[src/sv/assert_macros.svh]
// Assertion macros used by the alignment sequencer top level.
`ifndef ASSERT_MACROS_SVH
`define ASSERT_MACROS_SVH

// Same-cycle implication, disabled while reset is asserted.
`define TAS_ASSERT_IMP(lbl, clk, rst_n, ante, cons) \
	lbl: assert property (@(posedge clk) disable iff (!(rst_n)) (ante) |-> (cons)) \
		else $error("assertion failed: same-cycle implication");

// Next-cycle implication, disabled while reset is asserted.
`define TAS_ASSERT_NXT(lbl, clk, rst_n, ante, cons) \
	lbl: assert property (@(posedge clk) disable iff (!(rst_n)) (ante) |=> (cons)) \
		else $error("assertion failed: next-cycle implication");

`endif

[src/sv/tas_pkg.sv]
// Package with the types, codes and constants of the alignment sequencer.
package tas_pkg;

	// Field widths of the stream payloads and the configuration port.
	localparam int COORD_IN_W     = 12;
	localparam int COORD_BITS_DEF = 12;
	localparam int CAL_W          = 64;
	localparam int TOL_W          = 48;
	localparam int CFG_IDX_W      = 3;
	localparam int CFG_DATA_W     = 64;
	localparam int S_TDATA_W      = 48;
	localparam int S_TUSER_W      = 3;
	localparam int M_TDATA_W      = 8;
	localparam int M_TUSER_W      = 2;

	// Fixed numbers of the alignment rules.
	localparam int UNSAFE_LIMIT   = 400;
	localparam int DEFLECT_OFFSET = 1920;

	// Configuration register indexes.
	localparam logic [CFG_IDX_W-1:0] REG_CAL_VALID = 3'd0;
	localparam logic [CFG_IDX_W-1:0] REG_CAL_N     = 3'd1;
	localparam logic [CFG_IDX_W-1:0] REG_CAL_K     = 3'd2;
	localparam logic [CFG_IDX_W-1:0] REG_TOL_N     = 3'd3;
	localparam logic [CFG_IDX_W-1:0] REG_TOL_K     = 3'd4;

	// Group selector codes.
	localparam logic [1:0] GRP_N = 2'd0;
	localparam logic [1:0] GRP_K = 2'd1;

	typedef enum logic [1:0] {
		PH_DEFLECT = 2'd0,
		PH_ROTATE  = 2'd1,
		PH_SLIDE   = 2'd2,
		PH_RECHECK = 2'd3
	} phase_t;

	typedef enum logic [2:0] {
		ACT_NONE    = 3'd0,
		ACT_DEFLECT = 3'd1,
		ACT_ROTATE  = 3'd2,
		ACT_SLIDE   = 3'd3,
		ACT_DONE    = 3'd4
	} act_t;

	typedef enum logic [1:0] {
		DIR_NONE   = 2'd0,
		DIR_EXTEND = 2'd1,
		DIR_SHRINK = 2'd2
	} dir_t;

	// Register file contents as seen by the decision logic.
	typedef struct packed {
		logic               cal_valid;
		logic [CAL_W-1:0]   cal_n;
		logic [CAL_W-1:0]   cal_k;
		logic [TOL_W-1:0]   tol_n;
		logic [TOL_W-1:0]   tol_k;
	} cfg_t;

	// One result item.
	typedef struct packed {
		logic  valid;
		logic  safe;
		act_t  act;
		dir_t  dir;
	} res_t;

	// Outcome of one item: the result and the phase that follows it.
	typedef struct packed {
		res_t   res;
		phase_t next_phase;
	} step_t;

endpackage

[src/sv/three_axis_alignment_sequencer.sv]
// Top level of the three-axis alignment sequencer: input and result registers.
//
//  Channel   Direction  Handshake                      Payload
//  s_axis    in         s_axis_tvalid / s_axis_tready  tdata: points, tuser: valid, group
//  m_axis    out        m_axis_tvalid / m_axis_tready  tdata: actuator, direction
//  cfg       in         cfg_valid / cfg_ready          cfg_index, cfg_data
//
// Each request is taken into an input register and decided combinationally by the
// window logic. The result register loads the decision once it is free and offers
// it on m_axis. One item is accepted every cycle while results are taken.
// The alignment phase register is updated as the result register loads.
// A stalled result register holds its item; the input register then fills
// and the input side stalls until the result is taken.
// Reset clears the phase, all configuration registers and both valid flags.
`include "assert_macros.svh"

module three_axis_alignment_sequencer #(
	parameter int COORD_BITS = tas_pkg::COORD_BITS_DEF
) (
	input  logic                                clk,
	input  logic                                arst_n,
	input  logic                                s_axis_tvalid,
	output logic                                s_axis_tready,
	// point_a_x[11:0], point_a_y[23:12], point_b_x[35:24], point_b_y[47:36]
	input  logic [tas_pkg::S_TDATA_W-1:0]       s_axis_tdata,
	// item_valid[0], group_sel[2:1]
	input  logic [tas_pkg::S_TUSER_W-1:0]       s_axis_tuser,
	output logic                                m_axis_tvalid,
	input  logic                                m_axis_tready,
	// actuator[2:0], direction[4:3], zero fill[7:5]
	output logic [tas_pkg::M_TDATA_W-1:0]       m_axis_tdata,
	// result_valid[0], is_safe[1]
	output logic [tas_pkg::M_TUSER_W-1:0]       m_axis_tuser,
	input  logic                                cfg_valid,
	output logic                                cfg_ready,
	input  logic [tas_pkg::CFG_IDX_W-1:0]       cfg_index,
	input  logic [tas_pkg::CFG_DATA_W-1:0]      cfg_data
);

	// Coordinate bits kept: the low COORD_BITS (at most all 12) of each 12-bit field.
	localparam int CI = tas_pkg::COORD_IN_W;
	localparam int CW = (COORD_BITS < CI) ? COORD_BITS : CI;

	tas_pkg::cfg_t    cfg;
	tas_pkg::step_t   step;
	tas_pkg::phase_t  phase_q;
	tas_pkg::res_t    res_q;
	logic             vld_s1;
	logic             ivld_s1;
	logic [1:0]       grp_s1;
	logic [CW-1:0]    ax_s1, ay_s1, bx_s1, by_s1;
	logic             out_vld_q;
	logic             advance;
	logic             load;

	// Configuration writes are always taken.
	assign cfg_ready = 1'b1;

	tas_cfg_regs u_cfg (
		.clk      (clk),
		.arst_n   (arst_n),
		.wr_en    (cfg_valid),
		.wr_index (cfg_index),
		.wr_data  (cfg_data),
		.cfg      (cfg)
	);

	// Handshake: the input register moves on whenever the result register is free.
	assign advance       = !out_vld_q || m_axis_tready;
	assign s_axis_tready = !vld_s1 || advance;
	assign load          = s_axis_tvalid && s_axis_tready;

	// Input register.
	always_ff @(posedge clk or negedge arst_n) begin
		if (!arst_n) begin
			vld_s1 <= 1'b0;
		end else if (load) begin
			vld_s1 <= 1'b1;
		end else if (advance) begin
			vld_s1 <= 1'b0;
		end
	end

	always_ff @(posedge clk) begin
		if (load) begin
			ivld_s1 <= s_axis_tuser[0];
			grp_s1  <= s_axis_tuser[2:1];
			ax_s1   <= s_axis_tdata[CW-1:0];
			ay_s1   <= s_axis_tdata[CI+CW-1:CI];
			bx_s1   <= s_axis_tdata[2*CI+CW-1:2*CI];
			by_s1   <= s_axis_tdata[3*CI+CW-1:3*CI];
		end
	end

	tas_align_core #(
		.COORD_W (CW)
	) u_core (
		.phase      (phase_q),
		.item_valid (ivld_s1),
		.group_sel  (grp_s1),
		.ax         (ax_s1),
		.ay         (ay_s1),
		.bx         (bx_s1),
		.by         (by_s1),
		.cfg        (cfg),
		.step       (step)
	);

	// Result register and phase, updated together as an item is decided.
	always_ff @(posedge clk or negedge arst_n) begin
		if (!arst_n) begin
			out_vld_q <= 1'b0;
			phase_q   <= tas_pkg::PH_DEFLECT;
		end else if (advance) begin
			out_vld_q <= vld_s1;
			if (vld_s1) begin
				phase_q <= step.next_phase;
			end
		end
	end

	always_ff @(posedge clk) begin
		if (advance && vld_s1) begin
			res_q <= step.res;
		end
	end

	assign m_axis_tvalid = out_vld_q;
	assign m_axis_tdata  = {3'b000, res_q.dir, res_q.act};
	assign m_axis_tuser  = {res_q.safe, res_q.valid};

	// A commanded actuator comes only from a valid, safe item.
	`TAS_ASSERT_IMP(a_act_needs_safe, clk, arst_n,
		out_vld_q && (res_q.act != tas_pkg::ACT_NONE), res_q.valid && res_q.safe)
	// The phase moves only when an item passes into the result register.
	`TAS_ASSERT_NXT(a_phase_hold, clk, arst_n,
		!(vld_s1 && advance), $stable(phase_q))
	// An aligned result sends the walk back to the deflect phase.
	`TAS_ASSERT_NXT(a_done_resets, clk, arst_n,
		vld_s1 && advance && (step.res.act == tas_pkg::ACT_DONE),
		phase_q == tas_pkg::PH_DEFLECT)
	// An aligned result carries no direction.
	`TAS_ASSERT_IMP(a_done_nodir, clk, arst_n,
		out_vld_q && (res_q.act == tas_pkg::ACT_DONE), res_q.dir == tas_pkg::DIR_NONE)

endmodule

[src/sv/tas_cfg_regs.sv]
// Configuration register file of the alignment sequencer.
module tas_cfg_regs (
	input  logic                             clk,
	input  logic                             arst_n,
	input  logic                             wr_en,
	input  logic [tas_pkg::CFG_IDX_W-1:0]    wr_index,
	input  logic [tas_pkg::CFG_DATA_W-1:0]   wr_data,
	output tas_pkg::cfg_t                    cfg
);

	tas_pkg::cfg_t cfg_q;

	// Write the addressed register; indexes beyond the list are dropped.
	always_ff @(posedge clk or negedge arst_n) begin
		if (!arst_n) begin
			cfg_q <= '0;
		end else if (wr_en) begin
			unique case (wr_index)
				tas_pkg::REG_CAL_VALID: cfg_q.cal_valid <= wr_data[0];
				tas_pkg::REG_CAL_N:     cfg_q.cal_n     <= wr_data[tas_pkg::CAL_W-1:0];
				tas_pkg::REG_CAL_K:     cfg_q.cal_k     <= wr_data[tas_pkg::CAL_W-1:0];
				tas_pkg::REG_TOL_N:     cfg_q.tol_n     <= wr_data[tas_pkg::TOL_W-1:0];
				tas_pkg::REG_TOL_K:     cfg_q.tol_k     <= wr_data[tas_pkg::TOL_W-1:0];
				default: begin
				end
			endcase
		end
	end

	assign cfg = cfg_q;

endmodule

[src/sv/tas_align_core.sv]
// Decision logic for one item: safety check and the deflect, rotate, slide walk.
module tas_align_core #(
	parameter int COORD_W = tas_pkg::COORD_BITS_DEF
) (
	input  tas_pkg::phase_t       phase,
	input  logic                  item_valid,
	input  logic [1:0]            group_sel,
	input  logic [COORD_W-1:0]    ax,
	input  logic [COORD_W-1:0]    ay,
	input  logic [COORD_W-1:0]    bx,
	input  logic [COORD_W-1:0]    by,
	input  tas_pkg::cfg_t         cfg,
	output tas_pkg::step_t        step
);

	// Signed width that holds every axis measure plus or minus a tolerance.
	localparam int MW = 20;
	localparam int EW = 18;

	function automatic logic [15:0] abs_diff(input logic [15:0] a, input logic [15:0] b);
		logic signed [16:0] d;
		d = $signed({1'b0, a}) - $signed({1'b0, b});
		abs_diff = d[16] ? 16'(-d) : 16'(d);
	endfunction

	logic                      is_k;
	logic                      usable;
	logic [tas_pkg::CAL_W-1:0] cal;
	logic [tas_pkg::TOL_W-1:0] tw;
	logic [15:0]               rax, ray, rbx, rby;
	logic [15:0]               ax16, ay16, bx16, by16;
	logic [EW-1:0]             err;
	logic                      unsafe;
	logic signed [MW-1:0]      meas [3];
	logic signed [MW-1:0]      refv [3];
	logic signed [MW-1:0]      tol  [3];
	tas_pkg::dir_t             below [3];
	tas_pkg::dir_t             dirs  [3];

	// Pick the group's calibration and widen the coordinates.
	assign is_k   = (group_sel == tas_pkg::GRP_K);
	assign usable = item_valid && cfg.cal_valid &&
	                ((group_sel == tas_pkg::GRP_N) || (group_sel == tas_pkg::GRP_K));
	assign cal    = is_k ? cfg.cal_k : cfg.cal_n;
	assign tw     = is_k ? cfg.tol_k : cfg.tol_n;
	assign rax    = cal[15:0];
	assign ray    = cal[31:16];
	assign rbx    = cal[47:32];
	assign rby    = cal[63:48];
	assign ax16   = 16'(ax);
	assign ay16   = 16'(ay);
	assign bx16   = 16'(bx);
	assign by16   = 16'(by);

	// Summed absolute point error against the calibration points.
	assign err = EW'(abs_diff(rax, ax16)) + EW'(abs_diff(ray, ay16)) +
	             EW'(abs_diff(rbx, bx16)) + EW'(abs_diff(rby, by16));
	assign unsafe = (err > EW'(tas_pkg::UNSAFE_LIMIT));

	// Axis measures, references and the direction to use below the window.
	always_comb begin
		tol[0] = MW'(tw[15:0]);
		tol[1] = MW'(tw[31:16]);
		tol[2] = MW'(tw[47:32]);
		if (is_k) begin
			meas[0]  = MW'(ay16) - MW'(by16);
			refv[0]  = MW'(ray) - MW'(rby);
			meas[1]  = MW'(ax16);
			refv[1]  = MW'(rax);
			meas[2]  = MW'(ay16);
			refv[2]  = MW'(ray);
			below[0] = tas_pkg::DIR_EXTEND;
			below[1] = tas_pkg::DIR_EXTEND;
			below[2] = tas_pkg::DIR_EXTEND;
		end else begin
			meas[0]  = MW'(ax16) + MW'(bx16) - MW'(tas_pkg::DEFLECT_OFFSET);
			refv[0]  = MW'(rax) + MW'(rbx) - MW'(tas_pkg::DEFLECT_OFFSET);
			meas[1]  = MW'(ay16);
			refv[1]  = MW'(ray);
			meas[2]  = MW'(ax16);
			refv[2]  = MW'(rax);
			below[0] = tas_pkg::DIR_SHRINK;
			below[1] = tas_pkg::DIR_EXTEND;
			below[2] = tas_pkg::DIR_SHRINK;
		end
	end

	// Window check of each axis, independent of the others.
	always_comb begin
		for (int i = 0; i < 3; i++) begin
			if (meas[i] < refv[i] - tol[i]) begin
				dirs[i] = below[i];
			end else if (meas[i] > refv[i] + tol[i]) begin
				dirs[i] = (below[i] == tas_pkg::DIR_EXTEND) ? tas_pkg::DIR_SHRINK
				                                            : tas_pkg::DIR_EXTEND;
			end else begin
				dirs[i] = tas_pkg::DIR_NONE;
			end
		end
	end

	// First failing axis from the current phase on, else the re-check from deflect.
	always_comb begin
		logic        hit_walk;
		logic        hit_all;
		logic [1:0]  idx_walk;
		logic [1:0]  idx_all;
		hit_walk = 1'b0;
		hit_all  = 1'b0;
		idx_walk = 2'd0;
		idx_all  = 2'd0;
		for (int i = 0; i < 3; i++) begin
			if (!hit_walk && (2'(i) >= phase) && (dirs[i] != tas_pkg::DIR_NONE)) begin
				hit_walk = 1'b1;
				idx_walk = 2'(i);
			end
			if (!hit_all && (dirs[i] != tas_pkg::DIR_NONE)) begin
				hit_all = 1'b1;
				idx_all = 2'(i);
			end
		end

		step.res        = '0;
		step.next_phase = phase;
		if (usable) begin
			step.res.valid = 1'b1;
			if (!unsafe) begin
				step.res.safe = 1'b1;
				if (hit_walk) begin
					step.res.act    = tas_pkg::act_t'(3'(idx_walk) + 3'd1);
					step.res.dir    = dirs[idx_walk];
					step.next_phase = tas_pkg::phase_t'(idx_walk);
				end else if (hit_all) begin
					step.res.act    = tas_pkg::act_t'(3'(idx_all) + 3'd1);
					step.res.dir    = dirs[idx_all];
					step.next_phase = tas_pkg::PH_RECHECK;
				end else begin
					step.res.act    = tas_pkg::ACT_DONE;
					step.res.dir    = tas_pkg::DIR_NONE;
					step.next_phase = tas_pkg::PH_DEFLECT;
				end
			end
		end
	end

endmodule

[config.mk]
export PLATFORM = sky130hd
export DESIGN_NAME = three_axis_alignment_sequencer
export DESIGN_NICKNAME = d
export VERILOG_FILES = /design/src/sv/tas_pkg.sv /design/src/sv/three_axis_alignment_sequencer.sv /design/src/sv/tas_cfg_regs.sv /design/src/sv/tas_align_core.sv
export VERILOG_INCLUDE_DIRS = /design/src /design/src/sv
export SDC_FILE = /design/constraint.sdc
export NUM_CORES = 1
export LEC_CHECK = 0
export ABC_AREA = 1
export BUFFER_PORTS_ARGS = -buffer_cell sky130_fd_sc_hd__buf_2
export CORE_MARGIN = 1
export CORE_UTILIZATION = 35
export CTS_CLUSTER_DIAMETER = 120
export DETAILED_ROUTE_END_ITERATION = 7
export PLACE_DENSITY_LB_ADDON = 0.08
export SLEW_MARGIN = 30
export SYNTH_ARGS = -nofsm -noshare
export SYNTH_HDL_FRONTEND = slang
export SYNTH_SLANG_ARGS = --single-unit
[constraint.sdc]
create_clock -name clk -period 6.98 [get_ports clk]
set_input_delay 0.698 -clock clk [delete_from_list [all_inputs] [get_ports clk]]
set_output_delay 0.698 -clock clk [all_outputs]
set_load 0.03 [all_outputs]
Yosys cells after proc, flatten, opt, wreduce, memory -nomap -nowiden
Cells that the tools add are included.
- input bits: 123
- register bits after elaboration: 287
- logic and storage cells: 140
- output and inout port bits: 13
- $lt $le $gt $ge: 12
- $add $sub $neg: 25
- eq/ne operators: 8
- reduce and logical (&&, ||, !) cells: 33
- bitwise gates (word level): 4
- multiplexer cells: 40
- operators with widths (cell ; number):
    $mux W60 ; 2
    $sub A16 B12 Y17 ; 4
    $mux W16 ; 4
    $mux W64 ; 1
    $neg A16 Y16 ; 4
    $add A20 B17 Y20 ; 3
    $gt A20 B20 Y1 ; 3
    $lt A20 B20 Y1 ; 3
    $sub A20 B17 Y20 ; 3
    $mux W48 ; 1
    $sub A20 B11 Y20 const B ; 2
    $add A18 B16 Y18 ; 2
    $add A16 B16 Y17 ; 2
    $mux W2 ; 15
    $gt A18 B9 Y1 const B ; 1
    $sub A16 B16 Y17 ; 1
    $mux W7 ; 2
    $add A12 B12 Y13 ; 1
    $sub A12 B12 Y13 ; 1
    $logic_and A1 B1 Y1 ; 11
    $mux W1 ; 10
    $reduce_and A2 Y1 ; 5
    $mux W9 ; 1
    $bmux W2 S2 ; 2
    19 further kinds ; 38

Depth between registers and ports, before layout
Gate-level depths: netlist of the first run.
- word-level depth: 27
- gate-level depth with buffers: 57
- depth with buffers taken out: 52

By module
Synthesis of the first run repeated with hierarchy kept, for this count alone.
- cells, all modules: 4104
- area, all modules: 28608.7 sq um
- by module, submodules not included (module ; area each (sq um) ; sequential area each (sq um) ; instances ; cells each):
    tas_align_core ; 17869.6 ; 0.0 ; 1 ; 3037
    tas_cfg_regs ; 8792.2 ; 5630.4 ; 1 ; 984
    three_axis_alignment_sequencer ; 1946.9 ; 1841.8 ; 1 ; 83

Least setup slack after synthesis of the first run
Ideal clock, no wire load.
- kind: register -> register
- start point: register grp_s1[0]
- end point: register phase_q[0]
- cell stages (with the launch flop): 43
- clock period less this slack: 7.420 ns
- data required time: 6.904 ns
- arrival time: 7.344 ns
- setup time: 0.076 ns
- path buffers: 5
- slack: -0.440 ns
- path through: edfxtp_1 > nand2_1 > buf_2 > clkbuf_1 > clkbuf_1 > clkbuf_1 > o21ai_0 > fa_1 > nor4_1 > nor2_1 > o21ai_2 > nand3_1 > nand2_1 > nand2_1 > o21ai_2 > nor2_1 > buf_2 > or2_2 > [7 not listed] > o21bai_1 > a21oi_1 > o21bai_1 > nand3_1 > nand2_1 > xor2_1 > fa_1 > ha_1 > nand2_1 > nor2_1 > a211oi_1 > o21ai_0 > o21ai_0 > o211a_1 > nand4_1 > nor2_1 > nand2_1 > o21ai_1
- word-level cells in the longest chain between the ends: 21
- elaborated cells between the ends (all ways): 76
- classes of those cells: add/sub (20); order compare (7); eq/ne (3); mux (27); bitwise (1); reduce/logical (18)
- ends and longest elaborated chain (what ; line ; RTL):
    start: declaration ; three_axis_alignment_sequencer.sv:50 ; logic [1:0] grp_s1;
    start signal: assignment ; three_axis_alignment_sequencer.sv:87 ; grp_s1 <= s_axis_tuser[2:1];
    parallel branches: the longest is 21 deep, another holds $add A18 B16 Y18 ; - ;
    end signal: assignment ; three_axis_alignment_sequencer.sv:113 ; phase_q <= tas_pkg::PH_DEFLECT;
    end signal: assignment ; three_axis_alignment_sequencer.sv:117 ; phase_q <= step.next_phase;
    end: declaration ; three_axis_alignment_sequencer.sv:46 ; tas_pkg::phase_t phase_q;
Several ways; the timed one is not identified.
A chain may end at the register's enable or synchronous reset.

Worst setup path in the final report of the first run
- start point: register grp_s1[1]
- end point: register phase_q[1]
Same word-level chain as after synthesis.

==> key figures, run 1 <==
Logic synthesis
  • Synth Flop Type: dfrtp_1
  • Synth Warn #: 0
  • Adder-cell share of the synthesized area: 16.9%
  • Number of flops mapped to enable cells by yosys: 58
  • Cells after synthesis: 3985
  • Seq/Total Area, Yosys: 26.7%
  • Synth Area in Simple Gates: 23.7%
  • Largest family of logic cells by synthesized area: simple AND/OR/NAND/NOR gates
  • Mean Syn Cell Area: 7.04 µm²
  • Cell Area, Synth: 28000 µm²
  • Post-synthesis mux area share: 0.107%
  • XOR/XNOR Fraction of Synth Area: 6.62%
  • Asr flop ratio synth: 79.8%
  • Synth cell types: 56
  • Synth Register Bits: 287
  • Post-synthesis compound-gate area fraction: 15.9%

Run status
  • Status: finished, violations left
  • Failing checks: setup timing

Clock tree
  • Clock Root Buffer: clkbuf_16
  • Reg clk slew, reported paths: 0.06 ns
  • Clock Sinks: 287
  • CTS H-tree depth: 2
  • Max Buffers Root-to-Sink: 3
  • TritonCTS buffer count: 37
  • Clk_lat worst skew: 0.59 ns
  • CTS tree: done
  • Post-CTS Hold Buffers: 0

Critical path
  • CP arrival: 7.65 ns
  • CP dominant cell by count: nand2_1
  • Worst Path Max Fanout: 7
  • WS Path Type: flip-flop to flip-flop
  • Worst setup SP type: flip-flop
  • CP max stage delay: 0.59 ns
  • CP max-delay cell: fa_1
  • CP Data Required Time: 7.50 ns
  • Critical Path Sink Type: flip-flop

STA
  • Final-report hold violation count: 0
  • Endpoints failing setup: 8
  • Setup slack after layout: -0.152 ns
  • Worst Max-Slew Pin Slew: 1.14 ns
  • Final clock skew: 0.0348 ns
  • Setup tns final: -0.824 ns
  • Tmin final: 7.13 ns
  • Slew headroom: 22.9%
  • RSZ-0062 raised after global routing: yes
  • Crit share post-route: 102%
  • Max-slew violations: 0
  • Fmax: 140 MHz

Die
  • Die W: 285 µm
  • Initial Util: 35.4%
  • Rows: 103
  • Die height: 285 µm
  • Core area: 79100 µm²
  • Die area: 81200 µm²
  • I/O pin total: 136

Pwr
  • Sw Share: 48.5%
  • Share of total power in the clock network: 9.8%
  • Power Density: 571 nW/µm²
  • Total Power: 19.9 mW
  • Flop pwr share: 11.0%
  • Leak: 18.5 nW
  • P_int: 10.2 mW
  • Logic gate share of total power: 79.2%
  • P_sw: 9.65 mW
  • Peak supply drop: 0.000615 V

Global routing
  • First-pass GRT wire length: 158000 µm
  • Number of global-route vias before repair: 25.9k
  • Largest net degree at the start of global routing: 158
  • Total gr overflow: 0
  • Initial antenna violation count: 2
  • Gr usage total: 25.6%

Hold path
  • Class of the worst hold path: primary input to asynchronous set/reset pin

Routing
  • Antenna Violating Nets Remaining: 0
  • Drt via density: 4.87
  • DRT iter0 DRCs: 1968
  • DRC violation count after routing: 0
  • TritonRoute pass-1 iters: 6
  • Wire per inst: 18.9 µm
  • Vias after detailed routing: 26.9k
  • Drt total wl: 105000 µm

Finish
  • Commonest cells after routing, fill and taps aside: 985 x nand2_1, 576 x inv_1, 412 x o21ai_0, 403 x buf_4, 308 x ha_1
  • Area Growth Syn to Fin: 24.3%
  • Share of layout cells above drive strength 1: 19.1%
  • Commonest non-fill, non-tap cell in the layout: nand2_1
  • Antenna diodes: 0
  • Nets: 4944
  • Finished Core Util: 44.0%
  • Non-filler instance count after layout: 5536

Placement
  • Buffers on Ports: 131
  • DP Wirelength: 86000 µm
  • Placed Cells: 5430
  • Placer congestion estimate: 0.940

Flow run
  • Max cap viols: 0
## routing by layer
layer | vias to the layer above | wire [µm] | track usage, %
met5 | - | 0 | 0
met4 | 0 | 2760 | 6.62
met3 | 104 | 4600 | 3.34
met2 | 546 | 46700 | 41.0
met1 | 12461 | 50500 | 36.3
li1 | 13826 | - | -
## worst max-delay path: cells and delay by family (launching register included)
kind | cells | cell delay [ns]
simple gates | 21 | 2.14
compound gates | 13 | 1.67
fa+ha+maj | 5 | 1.66
buf+inv | 7 | 0.85
flops | 1 | 0.41
xor+xnor | 3 | 0.29
## final cells by class
type                    count  area [µm²]
clock buffers              49        1030
clock inverters            14         191
fillers                  8319       44300
inverters                 605        2270
multi-input cells        2971       18400
flip-flops and latches    287        7470
well taps                1050        1310
repair buffers            560        4190
## power by group through the flow
| stage | registers (mW) | clock network (mW) | logic, mW |
|---|---|---|---|
| 2_1_floorplan | 2.15 | 0 | 9.29 |
| 6_report | 2.18 | 1.96 | 15.8 |
| 3_5_place_dp | 2.21 | 0 | 14.9 |
| 3_3_place_gp | 2.21 | 0 | 15.0 |
| 5_1_grt | 2.22 | 2.08 | 17.8 |
| 4_1_cts | 2.18 | 2.02 | 15.5 |
## flip-flops by register name, indices dropped and copies added (netlist names)
| name | flops |
|---|---|
| m_axis_tvalid | 1 |
| phase_q | 2 |
| m_axis_tuser | 2 |
| bx_s1 | 12 |
| vld_s1 | 1 |
| grp_s1 | 2 |
| by_s1 | 12 |
| ax_s1 | 12 |
| m_axis_tdata | 5 |
| ivld_s1 | 1 |
| ay_s1 | 12 |
| u_cfg.cfg | 225 |
## cells by family after synthesis
group	after synthesis
adder cells (fa/ha/maj)	359
XOR/XNOR	211
buffers and inverters	729
flip-flops	287
other	2
AND/OR/NAND/NOR	1573
AO/OA/AOI/OAI	821
multiplexers	3
## cells in the mapped netlist, types with 4 or more instances
library cell	instances	share of area (%)
nand3_1	150	2.7
buf_1	9	0.12
buf_6	7	0.28
dfrtp_1	229	20
o21bai_1	34	0.91
nand2_1	1004	13
and3_1	4	0.089
xor2_1	166	5.2
clkbuf_1	81	1.1
inv_1	586	7.8
o21ai_1	16	0.29
o31ai_1	7	0.19
edfxtp_1	58	6.2
buf_2	15	0.27
a21boi_0	6	0.16
xnor2_1	44	1.4
a211oi_1	4	0.11
a21o_1	12	0.32
o21a_1	9	0.24
o211ai_1	4	0.11
o21ai_2	6	0.19
buf_4	12	0.32
nor2_1	224	3.0
nand2_2	10	0.22
a21oi_1	248	4.4
nand3_2	7	0.25
nor3_1	29	0.52
o22ai_1	4	0.089
nor4_1	5	0.11
fa_1	32	2.3
or2_2	51	1.1
a31oi_1	11	0.25
a21oi_2	9	0.28
and2_1	6	0.13
nand3b_1	19	0.51
nand4_1	40	0.89
o21ai_0	434	7.7
ha_1	327	15
inv_2	19	0.25
nor3_2	5	0.18
nor2_2	11	0.25
## through the flow
| stage | hold slack (ns) | cell area, µm² | setup WS [ns] |
|---|---|---|---|
| global route | 0.100 | 34900 | -0.688 |
| floorplan | 0.402 | 28100 | 0.00525 |
| CTS | 0.0737 | 34400 | -0.00548 |
| finish | 0.0626 | 34900 | -0.152 |
| detailed placement | 0.465 | 32500 | -0.646 |
| global placement | 0.458 | 32500 | -0.988 |
## final timing paths
path / cells past startpoint / endpoint / start / slack (ns)
max: 49 / phase_q[1] / grp_s1[1] / -0.15
min: 1 / u_cfg.cfg[53] / arst_n / 0.06
max reg2reg: 49 / phase_q[1] / grp_s1[1] / -0.15
min reg2reg: 2 / u_cfg.cfg[217] / u_cfg.cfg[217] / 0.48
max in group asynchronous: 3 / u_cfg.cfg[224] / arst_n / 5.52
min in group clk: 1 / ax_s1[1] / s_axis_tdata[1] / 0.28
## timing repair
item | in CTS | in global routing
endpoints found under the setup margin | 8 | 8
gates cloned | 4 | 1
hold endpoints to repair | 0 | 0
gates resized for setup | 85 | 61
buffers inserted | 28 | 10
pin swaps | 37 | 58
No activity file was read; power rests on OpenSTA's default activity.
==> inputs of run 2 (changes only) <==
--- a/config.mk
+++ b/config.mk
@@ -13,6 +13,7 @@
 export CTS_CLUSTER_DIAMETER = 120
 export DETAILED_ROUTE_END_ITERATION = 7
 export PLACE_DENSITY_LB_ADDON = 0.08
+export SETUP_SLACK_MARGIN = 0.15
 export SLEW_MARGIN = 30
 export SYNTH_ARGS = -nofsm -noshare
 export SYNTH_HDL_FRONTEND = slang
==> key figures, run 2 (synthesis gave the netlist of run 1 again) <==
Run status
  • Status: finished, final reports clean

Finish
  • Non-filler instance count after layout: 5557 (+0.38%)
  • Finished Core Util: 45.3% (+1.2 points)
  • Max FFs per register: 225 (unchanged)
  • Design Area, Final: 35800 µm² (+2.8%)
  • Commonest non-fill, non-tap cell in the layout: nand2_1
  • Area Growth Syn to Fin: 27.8%
  • Fillers: 8396 (+0.93%)
  • Antenna diodes: 0 (unchanged)
  • Share of layout cells above drive strength 1: 22.2% (+3.1 points)
  • Nets: 4962 (+0.36%)
  • Commonest cells after routing, fill and taps aside: 956 x nand2_1, 568 x inv_1, 413 x buf_4, 409 x o21ai_0, 281 x ha_1

Clock tree
  • Clk_lat worst skew: 0.60 ns (about the same)
  • Reg clk slew, reported paths: 0.06 ns (about the same)
  • CTS H-tree depth: 2 (unchanged)
  • CTS tree: done
  • Clock Root Buffer: clkbuf_16
  • Post-CTS Hold Buffers: 0 (unchanged)
  • Clock Sinks: 287 (unchanged)
  • TritonCTS buffer count: 39 (+5.4%)
  • Max Buffers Root-to-Sink: 3 (unchanged)

STA
  • Hold_ws: 0.0757 ns (+0.0131 ns)
  • Worst Max-Slew Pin Slew: 1.12 ns (-0.0202 ns)
  • Setup tns final: 0 ns (+0.824 ns)
  • Fmax: 146 MHz (+4.1%)
  • Max-slew violations: 0 (unchanged)
  • Slew headroom: 24.2% (+1.4 points)
  • Endpoints failing setup: 0 (-8)
  • RSZ-0062 raised after global routing: yes
  • Tmin final: 6.85 ns (-0.281 ns)
  • Final clock skew: 0.0394 ns (+0.00467 ns)
  • Crit share post-route: 98.2% (-4.0 points)
  • Setup slack after layout: 0.129 ns (+0.281 ns)
  • Final-report hold violation count: 0 (unchanged)

Routing
  • Antenna Violating Nets Remaining: 0 (unchanged)
  • TritonRoute pass-1 iters: 6 (unchanged)
  • DRC violation count after routing: 0 (unchanged)
  • Drt total wl: 106000 µm (+0.94%)
  • Wire per inst: 19.0 µm (+0.56%)
  • Vias after detailed routing: 27.2k (+0.86%)
  • DRT iter0 DRCs: 1996 (+1.4%)
  • Drt via density: 4.89 (+0.48%)

Critical path
  • Worst reg-to-reg setup slack: 0.13 ns (+0.28 ns)
  • CP arrival: 7.38 ns (-0.27 ns)
  • CP max stage delay: 0.48 ns (-0.11 ns)
  • R2r startpoint: grp_s1[1]
  • CP Data Required Time: 7.51 ns (about the same)
  • CP dominant cell by count: buf_4
  • Critical Path Sink Type: flip-flop
  • Worst Setup EP: phase_q[1]
  • Worst Path Max Fanout: 7 (unchanged)
  • Worst setup SP type: flip-flop
  • WS Path Type: flip-flop to flip-flop
  • CP max-delay cell: fa_1
  • Reg2reg path depth: 48 (-2.0%)
  • Reg2reg end: phase_q[1]
  • Crit. Startpoint: grp_s1[1]

Placement
  • Buffers on Ports: 131 (unchanged)
  • Placed Cells: 5418 (-0.22%)
  • Placer congestion estimate: 0.942 (+0.24%)
  • DP Wirelength: 87000 µm (+1.2%)
  • DP Area: 32500 µm² (about the same)
  • Place WS: -0.342 ns (+0.305 ns)

Pwr
  • Peak supply drop: 0.000593 V (-3.6%)
  • Power Density: 592 nW/µm² (+3.6%)
  • Share of total power in the clock network: 9.6% (-0.2 points)
  • Sw Share: 48.2% (-0.34 points)
  • Leak: 18.7 nW (+0.91%)
  • Logic gate share of total power: 80.1% (+0.9 points)
  • Flop pwr share: 10.3% (-0.7 points)
  • Total Power: 21.2 mW (+6.6%)
  • P_int: 11.0 mW (+7.3%)
  • P_sw: 10.2 mW (+5.8%)

Global routing
  • Gr usage total: 25.4% (-0.22 points)
  • Number of global-route vias before repair: 25.9k (+0.21%)
  • Total gr overflow: 0 (unchanged)
  • First-pass GRT wire length: 157000 µm (-0.56%)
  • Initial antenna violation count: 1 (-1)
  • Largest net degree at the start of global routing: 156 (-1.3%)

Die
  • Initial Util: 35.4% (unchanged)
  • Rows: 103 (unchanged)
  • Die area: 81200 µm² (unchanged)
  • Core area: 79100 µm² (unchanged)
  • I/O pin total: 136 (unchanged)
  • Die height: 285 µm (unchanged)
  • Die W: 285 µm (unchanged)

Flow run
  • Max cap viols: 0 (unchanged)

Hold path
  • Class of the worst hold path: primary input to asynchronous set/reset pin
## run 2: changes by cell type in the layout (fill, tap and decap cells not counted), moves of 7 or more
| cell | before | now |
|---|---|---|
| a21oi_1 | 234 | 208 |
| a21oi_2 | 22 | 47 |
| buf_4 | 403 | 413 |
| clkbuf_16 | 37 | 44 |
| ha_1 | 308 | 281 |
| ha_4 | 18 | 41 |
| inv_1 | 576 | 568 |
| inv_2 | 29 | 36 |
| nand2_1 | 985 | 956 |
| nand2_2 | 26 | 51 |
| nor2_1 | 216 | 206 |
| or2_2 | 47 | 39 |
| or2_4 | 4 | 12 |
## run 2: metal layers
layer / global-route usage [%] / vias to the layer above / share of wire, %
li1: - / 13881 / -
met1: 36.2 / 12655 / 48
met2: 41.7 / 533 / 46
met3: 1.82 / 101 / 3.6
met4: 6.00 / 0 / 2.3
met5: 0 / - / 0
## run 2: worst min path at each step
stage / endpoint / slack [ns]
2_1_floorplan: m_axis_tvalid / 0.40
3_5_place_dp: u_cfg.cfg[81] / 0.47
5_1_grt: u_cfg.cfg[14] / 0.12
3_3_place_gp: u_cfg.cfg[100] / 0.46
6_report: u_cfg.cfg[15] / 0.08
4_1_cts: u_cfg.cfg[219] / 0.10
## run 2: cell type report
| type | count | area, µm² | share of cell area, % |
|---|---|---|---|
| Clock buffer | 56 | 1130 | 3.16 |
| Sequential cell | 287 | 7470 | 20.8 |
| Tap cell | 1050 | 1310 | 3.67 |
| Timing Repair Buffer | 576 | 4330 | 12.1 |
| Multi-Input combinational cell | 2971 | 19200 | 53.5 |
| Inverter | 605 | 2270 | 6.34 |
| Clock inverter | 12 | 165 | 0.461 |
## run 2: what timing repair did
action                     4_1_cts  5_1_grt
setup endpoints to repair        8        8
buffers inserted                27       37
cloned                           0        4
pin swaps                       37      109
resized for setup               81      233
## run 2: power groups by stage
stage	registers (mW)	clock network, mW	logic [mW]
floorplan	2.15	0	9.52
global placement	2.21	0	15.2
detailed placement	2.21	0	15.2
finish	2.19	2.03	17.0
CTS	2.19	2.09	15.7
global route	2.22	2.15	18.9
## run 2: critical path, delay by kind of cell (launching register included)
family          cells  cell delay (ns)
xor+xnor            4             0.57
compound gates      7             0.72
buf+inv            16             2.00
fa+ha+maj           4             1.35
simple gates       17             1.70
flops               1             0.42
